===== config.mk =====
export PLATFORM = sky130hd
export DESIGN_NAME = lpb_ctrl
export DESIGN_NICKNAME = d
export VERILOG_FILES = /design/src/rtl/lpb_pkg.sv /design/src/rtl/lpb_ctrl.sv
export SDC_FILE = /design/constraint.sdc
export NUM_CORES = 1
export LEC_CHECK = 0
export ABC_CLOCK_PERIOD_IN_PS = 3200
export BUFFER_PORTS_ARGS = -buffer_cell sky130_fd_sc_hd__clkbuf_2
export CAP_MARGIN = 20
export CORE_ASPECT_RATIO = 0.9
export CORE_UTILIZATION = 58
export DETAILED_ROUTE_END_ITERATION = 12
export GPL_TIMING_DRIVEN = 0
export PLACE_DENSITY = 0.93
export SLEW_MARGIN = 20
export SYNTH_ARGS = -nofsm -noshare
export SYNTH_HDL_FRONTEND = slang
export SYNTH_SLANG_ARGS = --single-unit

===== constraint.sdc =====
create_clock -name clk -period 3.2 [get_ports clk]
set_input_delay 0.48 -clock clk [delete_from_list [all_inputs] [get_ports clk]]
set_output_delay 0.48 -clock clk [all_outputs]
set_load 0.02 [all_outputs]

===== src/rtl/lpb_pkg.sv =====
`default_nettype none

package lpb_pkg;

	// Number format and sigmoid table shape
	localparam int FRAC_BITS      = 16;
	localparam int SIG_SEGMENTS   = 64;
	localparam int MAX_EXPAND_DEF = 8;

	// Field and register widths
	localparam int DATA_W   = 32;
	localparam int LAMBDA_W = 24;
	localparam int TOL_W    = 16;
	localparam int ITER_W   = 5;
	localparam int HW_W     = 31;
	localparam int LABEL_W  = 17;
	localparam int CFG_W    = 31;
	localparam int CFG_IDX_W = 2;

	// Sigmoid table and residual widths
	localparam int SIG_W  = FRAC_BITS + 2;
	localparam int SEG_W  = $clog2(SIG_SEGMENTS);
	localparam int IDX_W  = $clog2(SIG_SEGMENTS + 1);
	localparam int SPAN_W = FRAC_BITS + 4;
	localparam int DIFF_W = DATA_W + 1;
	localparam int PROD_W = LAMBDA_W + 1 + DIFF_W;
	localparam int F_W    = PROD_W - FRAC_BITS + 1;

	// Register reset values
	localparam logic [LAMBDA_W-1:0] LAMBDA_RST   = LAMBDA_W'(65536);
	localparam logic [TOL_W-1:0]    TOL_RST      = TOL_W'(0);
	localparam logic [ITER_W-1:0]   MAX_ITER_RST = ITER_W'(5);
	localparam logic [HW_W-1:0]     HW_RST       = HW_W'(655360);

	// Register indexes
	typedef enum logic [CFG_IDX_W-1:0] {
		REG_LAMBDA   = 2'd0,
		REG_TOL      = 2'd1,
		REG_MAX_ITER = 2'd2,
		REG_HW       = 2'd3
	} cfg_reg_t;

	// Which bracket point a residual evaluation belongs to
	typedef enum logic [1:0] {
		TAG_LO  = 2'd0,
		TAG_HI  = 2'd1,
		TAG_MID = 2'd2
	} tag_t;

	typedef struct packed {
		logic load;
		logic issue;
		tag_t tag;
		logic swap;
		logic expand;
		logic set_mid;
		logic step;
		logic out_load;
	} lpb_cmd_t;

	typedef struct packed {
		logic busy;
		logic same_sign;
		logic within_tol;
	} lpb_sts_t;

	typedef logic signed [SIG_W-1:0] sig_tab_t [0:SIG_SEGMENTS];

	localparam longint unsigned Q31_ONE = 64'h8000_0000;
	localparam longint unsigned ONE_FX  = 64'd1 << FRAC_BITS;

	localparam logic signed [SIG_W-1:0] SIG_ONE  = SIG_W'(ONE_FX);
	localparam logic signed [DIFF_W-1:0] SIG_BIAS = DIFF_W'(ONE_FX << 3);

	// Build sigmoid breakpoints from a truncated series for e^-t, squared 8 times
	function automatic sig_tab_t build_sig_tab();
		sig_tab_t tab;
		longint d;
		longint unsigned ad, y, y2, y3, y4, e, den, s, num, rem;
		for (int k = 0; k <= SIG_SEGMENTS; k++) begin
			d  = longint'(16) * k - longint'(8) * SIG_SEGMENTS;
			ad = (d < 0) ? longint'(-d) : longint'(d);
			y  = (ad << 23) / SIG_SEGMENTS;
			y2 = ((y * y) >> 31) / 2;
			y3 = ((y2 * y) >> 31) / 3;
			y4 = ((y3 * y) >> 31) / 4;
			e  = (Q31_ONE + y2 + y4) - (y + y3);
			for (int i = 0; i < 8; i++) begin
				e = (e * e + (Q31_ONE >> 1)) >> 31;
			end
			den = Q31_ONE + e;
			// Round to nearest by shift-and-subtract long division
			num = (ONE_FX << 31) + (den >> 1);
			rem = 64'd0;
			s   = 64'd0;
			for (int b = 63; b >= 0; b--) begin
				rem = (rem << 1) | ((num >> b) & 64'd1);
				if (rem >= den) begin
					rem = rem - den;
					s   = s | (64'd1 << b);
				end
			end
			tab[k] = (d < 0) ? SIG_W'(ONE_FX - s) : SIG_W'(s);
		end
		return tab;
	endfunction

	localparam sig_tab_t SIG_TAB = build_sig_tab();

	// Clamp a 33-bit value to the signed 32-bit range
	function automatic logic signed [DATA_W-1:0] sat32(input logic signed [DATA_W:0] v);
		logic signed [DATA_W-1:0] r;
		if (v[DATA_W] != v[DATA_W-1]) begin
			r = v[DATA_W] ? {1'b1, {(DATA_W-1){1'b0}}} : {1'b0, {(DATA_W-1){1'b1}}};
		end else begin
			r = v[DATA_W-1:0];
		end
		return r;
	endfunction

endpackage

`default_nettype wire


===== src/rtl/lpb_ctrl.sv =====
`default_nettype none

module lpb_ctrl import lpb_pkg::*; #(
	parameter int MAX_EXPAND = MAX_EXPAND_DEF
) (
	input  wire logic              clk,
	input  wire logic              arst_n,
	input  wire logic              in_valid,
	output logic                   in_stall,
	output logic                   out_valid,
	input  wire logic              out_stall,
	input  wire logic [ITER_W-1:0] max_iter,
	input  wire lpb_sts_t          sts,
	output lpb_cmd_t               cmd
);

	localparam int EXP_W = $clog2(MAX_EXPAND + 2);

	typedef enum logic [9:0] {
		ST_IDLE      = 10'b00_0000_0001,
		ST_ISSUE_LO  = 10'b00_0000_0010,
		ST_ISSUE_HI  = 10'b00_0000_0100,
		ST_WAIT_PAIR = 10'b00_0000_1000,
		ST_SWAP      = 10'b00_0001_0000,
		ST_CHECK     = 10'b00_0010_0000,
		ST_ISSUE_MID = 10'b00_0100_0000,
		ST_WAIT_MID  = 10'b00_1000_0000,
		ST_TEST      = 10'b01_0000_0000,
		ST_DONE      = 10'b10_0000_0000
	} state_t;

	state_t             state_q, state_d;
	logic [EXP_W-1:0]   exp_q;
	logic [ITER_W-1:0]  its_q;
	logic               out_valid_q;
	logic               accept, slot_free;

	assign in_stall  = (state_q != ST_IDLE);
	assign accept    = in_valid && !in_stall;
	assign out_valid = out_valid_q;
	assign slot_free = !out_valid_q || !out_stall;

	// Sequence the search
	always_comb begin
		state_d = state_q;
		cmd     = '0;
		cmd.tag = TAG_MID;
		case (state_q)
			ST_IDLE: begin
				if (accept) begin
					cmd.load = 1'b1;
					state_d  = ST_ISSUE_LO;
				end
			end
			ST_ISSUE_LO: begin
				cmd.issue = 1'b1;
				cmd.tag   = TAG_LO;
				state_d   = ST_ISSUE_HI;
			end
			ST_ISSUE_HI: begin
				cmd.issue = 1'b1;
				cmd.tag   = TAG_HI;
				state_d   = ST_WAIT_PAIR;
			end
			ST_WAIT_PAIR: begin
				if (!sts.busy) begin
					state_d = (exp_q == '0) ? ST_SWAP : ST_CHECK;
				end
			end
			ST_SWAP: begin
				cmd.swap = 1'b1;
				state_d  = ST_CHECK;
			end
			ST_CHECK: begin
				if (sts.same_sign && (exp_q < EXP_W'(MAX_EXPAND))) begin
					cmd.expand = 1'b1;
					state_d    = ST_ISSUE_LO;
				end else begin
					cmd.set_mid = 1'b1;
					state_d     = ST_ISSUE_MID;
				end
			end
			ST_ISSUE_MID: begin
				cmd.issue = 1'b1;
				cmd.tag   = TAG_MID;
				state_d   = ST_WAIT_MID;
			end
			ST_WAIT_MID: begin
				if (!sts.busy) begin
					state_d = ST_TEST;
				end
			end
			ST_TEST: begin
				if (!sts.within_tol && (its_q < max_iter)) begin
					cmd.step = 1'b1;
					state_d  = ST_ISSUE_MID;
				end else begin
					state_d = ST_DONE;
				end
			end
			ST_DONE: begin
				if (slot_free) begin
					cmd.out_load = 1'b1;
					state_d      = ST_IDLE;
				end
			end
			default: state_d = ST_IDLE;
		endcase
	end

	// Advance state, counters and output valid
	always_ff @(posedge clk or negedge arst_n) begin
		if (!arst_n) begin
			state_q     <= ST_IDLE;
			exp_q       <= '0;
			its_q       <= '0;
			out_valid_q <= 1'b0;
		end else begin
			state_q <= state_d;
			if (cmd.load) begin
				exp_q <= '0;
				its_q <= '0;
			end else begin
				if (cmd.expand) exp_q <= exp_q + EXP_W'(1);
				if (cmd.step)   its_q <= its_q + ITER_W'(1);
			end
			if (cmd.out_load) begin
				out_valid_q <= 1'b1;
			end else if (!out_stall) begin
				out_valid_q <= 1'b0;
			end
		end
	end

endmodule

`default_nettype wire


======== Word level (Yosys, flattened, before mapping) ========
Cells that the tools add are included.
storage, ports and cells
  flip-flop bits (word level) ............. 20
  input bits .............................. 12
  output and inout bits ................... 11
  word-level logic and storage cells ...... 61
cells by class
  add/sub/neg operators ................... 2
  $lt $le $gt $ge ......................... 2
  equal/unequal tests ..................... 16
  multiplexer cells ....................... 25
  reduce and logical (&&, ||, !) cells .... 12
operators by type and width
  kind                                             count
  one-hot mux 10 bit (10 select lines)             1
  2-to-1 mux 10 bit                                5
  2-to-1 mux 1 bit                                 11
  == test 10 x 1 -> 1 bit (second input constant)  1
  == test 10 bit (second input constant)           1
  == test 10 x 2 -> 1 bit (second input constant)  1
  == test 10 x 3 -> 1 bit (second input constant)  1
  == test 10 x 4 -> 1 bit (second input constant)  1
  == test 10 x 5 -> 1 bit (second input constant)  1
  == test 10 x 6 -> 1 bit (second input constant)  1
  == test 10 x 7 -> 1 bit (second input constant)  1
  == test 10 x 8 -> 1 bit (second input constant)  1
  == test 10 x 9 -> 1 bit (second input constant)  1
  2-to-1 mux 5 bit                                 2
  != test 10 x 1 -> 1 bit (second input constant)  1
  one-hot mux 3 bit (3 select lines)               1
  2-to-1 mux 4 bit                                 2
  != test 2 bit (second input constant)            4
  2-to-1 mux 7 bit                                 1
  2-to-1 mux 6 bit                                 1
  adder 5 x 1 -> 5 bit (second input constant)     1
  < comparator 5 bit                               1
  adder 4 x 1 -> 4 bit (second input constant)     1
  logical NOT 1 bit                                4
  8 further kinds                                  11

======== Depth between registers and ports, before layout ========
  word-level depth ........................ 6
  mapped depth ............................ 8
  depth with buffers taken out ............ 8

======== Worst setup path before layout ========
No wires, ideal clock.
  path type ............................... reg-to-output
  from .................................... register state_q[6]
  to ...................................... output port cmd[8] (netlist bit)
  arrival ................................. 1.768 ns
  path slack .............................. 0.952 ns
  stages on the path, launching flop included .. 6
  cell sequence ........................... dfrtp_1 > clkbuf_2 > or4_4 > or3_1 > buf_2 > nor2_8
RTL lines
  element                 RTL line         text
  start, declared         lpb_ctrl.sv:32   state_t state_q, state_d;
  start signal, assigned  lpb_ctrl.sv:119  state_q <= state_d;
  end, declared           lpb_ctrl.sv:14   output lpb_cmd_t cmd

==> results.ini <==
[synth]
synth.largest_area_cell = dfrtp_1
yosysWarnings = 0
synth_area_per_cell_um2 = 9.163
ys_ff_latch = 20
yosysSeqAreaShare_pct = 40.26
synth_area_um2 = 1246
synth_top_area_share_pct = 38.15
synth.most_common_cell = dfrtp_1
synthesis.nets = 155
synth_ff_type = dfrtp_1
async_flop_share_pct = 100.0
yosysUniqueCellTypes = 39
synth_edf_count = 0
synthTopCellsByArea = dfrtp_1 38%, ha_1 7.0%, nor2_1 3.9%
synthCells = 136
yosys-top-cells-count = 19 x dfrtp_1, 13 x nor2_1, 10 x inv_1, 9 x a21oi_1, 9 x o21ai_0

[global_routing]
grt_pass1_vias = 1071
grt_max_degree = 21
grt_usage_pct = 27.73
grt_overflow = 0
antenna_found_initial = 0
grt_pass1_wl_um = 4623

[die]
dieArea_um2 = 2338
core_um2 = 1971
rows = 15
die_w_um = 50.86
start_util_pct = 63.24
io_pins = 23
die_h_um = 45.98

[final_layout]
final_net_count = 182
syn_to_final_growth_pct = 13.45
drive_gt1_share_pct = 20.37
n_antenna_cell = 0
seq_area_um2 = 501.7
multi_input_area_um2 = 685.7
nFillCells = 160

[cts]
cts_tree = yes
cts_resized = 0
cts_hold_buf = 0
clkSinkCount = 20
cts_buffers = 3
htree_levels = 1
clock_latency_ns = 0.30
clock_path_buffers = 2
postCtsSetupBuffers = 0
cts.clk_slew.worst_paths_ns = 0.12
clockRootBuffer = clkbuf_4

[routing]
maxUsedRoutingLayer = met4
wl_met3_um = 145
wirelength_um = 2710
drt-vias-per-instance = 5.877
wl_per_cell_um = 14.49
drtIter0Drc = 27
met2_length_um = 1337
drcViolationCount = 0
firstDrtPassIters = 4
ant_nets = 0
via_count = 1099
wl_met1_um = 1175

[sta]
worst_pin_slew_ns = 0.4937
fin_crit_ns = 2.805
fin_ws_ns = 0.3950
finalSetupViolCount = 0
finalHoldViolCount = 0
fin_skew_ns = 0.01355
rsz0062_at_grt = no
min_period_over_period_pct = 87.66
fin_setup_tns_ns = 0
max_slew_margin_pct = 67.08
slew_viol_final = 0
max_freq_mhz = 356.5

[worst_setup_path]
cp-start-kind = register
crit_path_max_fanout = 10
required_ns = 2.72
r2r_start = its_q[2]
critPathCapture = cmd[8]
r2r_slack_ns = 1.10
worst-endpoint-arrival_ns = 2.32
crit_start = state_q[6]
rr_worst_depth = 6
worstSetupPathType = register to output port
r2r_end = its_q[3]
setup.worst_path.end_class = output port

[place]
place_ws_ns = 0.7126
port_buffers = 22
place_hpwl_um = 2184
place.gp.congestion = 0.9439

[status]
status = completed

[worst_hold_path]
hold_path.class = input pin to async pin

[power]
power_density_nw_per_um2 = 506.9
p_leak_nw = 0.7073
ir_drop_mv = 0.3718

[run]
timing.max_cap.violations = 0

[sequential cells by signal (all words and copies together), names as in the netlist]
name       flops
state_q       10
its_q          5
exp_q          4
out_valid      1
[through the flow]
stage,hold slack (ns),util [%],cells,cell area [µm²],power [W]
6_report,0.1130,71.75,187,1414,0.0007167
5_1_grt,0.1511,71.75,187,1414,0.0007626
4_1_cts,0.1245,71.75,187,1414,0.0007180
3_5_place_dp,0.4621,70.41,183,1388,0.0005958
3_3_place_gp,0.4595,70.41,183,1388,0.0005801
2_1_floorplan,0.1844,-,136,1246,0.0005090
[worst min-delay path by stage]
| stage | to | slack, ns |
|---|---|---|
| after floorplan | exp_q[0] | 0.18 |
| after global placement | state_q[3] | 0.46 |
| after detailed placement | state_q[3] | 0.46 |
| after CTS | state_q[3] | 0.12 |
| after global routing | state_q[3] | 0.15 |
| final | state_q[3] | 0.11 |
[where the power goes]
part / switching (W) / leakage [nW] / internal [W] / total [W]
registers: 0.0000313 / 0.275 / 0.000275 / 0.000306
logic: 0.000181 / 0.418 / 0.000105 / 0.000287
clock network: 0.0000750 / 0.0150 / 0.0000485 / 0.000124
[final cells by class]
| type | count | share of cell area [%] |
|---|---|---|
| plain buffers | 3 | 1.504 |
| clock buffers | 4 | 1.858 |
| inverters | 10 | 2.655 |
| multi-input cells | 103 | 48.50 |
| flip-flops and latches | 20 | 35.49 |
| well taps | 25 | 2.212 |
| repair buffers | 22 | 7.788 |
[critical path, stage by stage, from the launching register on]
cell	delay, ns
dfrtp_1	0.37
clkbuf_2	0.18
or4_4	0.57
or3_1	0.37
buf_2	0.18
nor2_8	0.16
clkbuf_2	0.20
[cells in the final DEF, fill, tap and decap left out, types with 2 or more instances in the layout]
cell | netlist | final
or4_1 | 2 | 2
inv_1 | 10 | 10
mux2i_1 | 2 | 2
xnor2_1 | 4 | 4
clkbuf_2 | 1 | 23
ha_1 | 7 | 7
nand3_1 | 3 | 3
dfrtp_1 | 19 | 19
o21ai_0 | 9 | 9
a211oi_1 | 3 | 3
nor2_1 | 13 | 13
nand2b_1 | 6 | 6
nor2b_1 | 3 | 3
nand4_1 | 3 | 3
nand3b_1 | 2 | 2
or3_1 | 5 | 5
clkbuf_4 | 0 | 3
nand2_1 | 8 | 8
a21oi_1 | 9 | 9
nor4_1 | 4 | 4
nor3_1 | 4 | 4
[routing by layer]
| metal | vias to the layer above | track usage (%) |
|---|---|---|
| met1 | 510 | 33.75 |
| met5 | - | 0 |
| li1 | 543 | - |
| met4 | 0 | 12.22 |
| met3 | 6 | 4.333 |
| met2 | 40 | 49.33 |
[kinds of logic (layout without fill, tap and decap cells)]
group | after synthesis | in the layout | share of synthesized area [%]
fa+ha+maj | 7 | 7 | 7.028
simple gates | 62 | 62 | 30.02
xor+xnor | 5 | 5 | 3.514
buf+inv | 13 | 39 | 4.718
flops | 20 | 20 | 40.26
mux | 2 | 2 | 1.606
compound gates | 27 | 27 | 12.85
(Power assumes the default switching activity.)
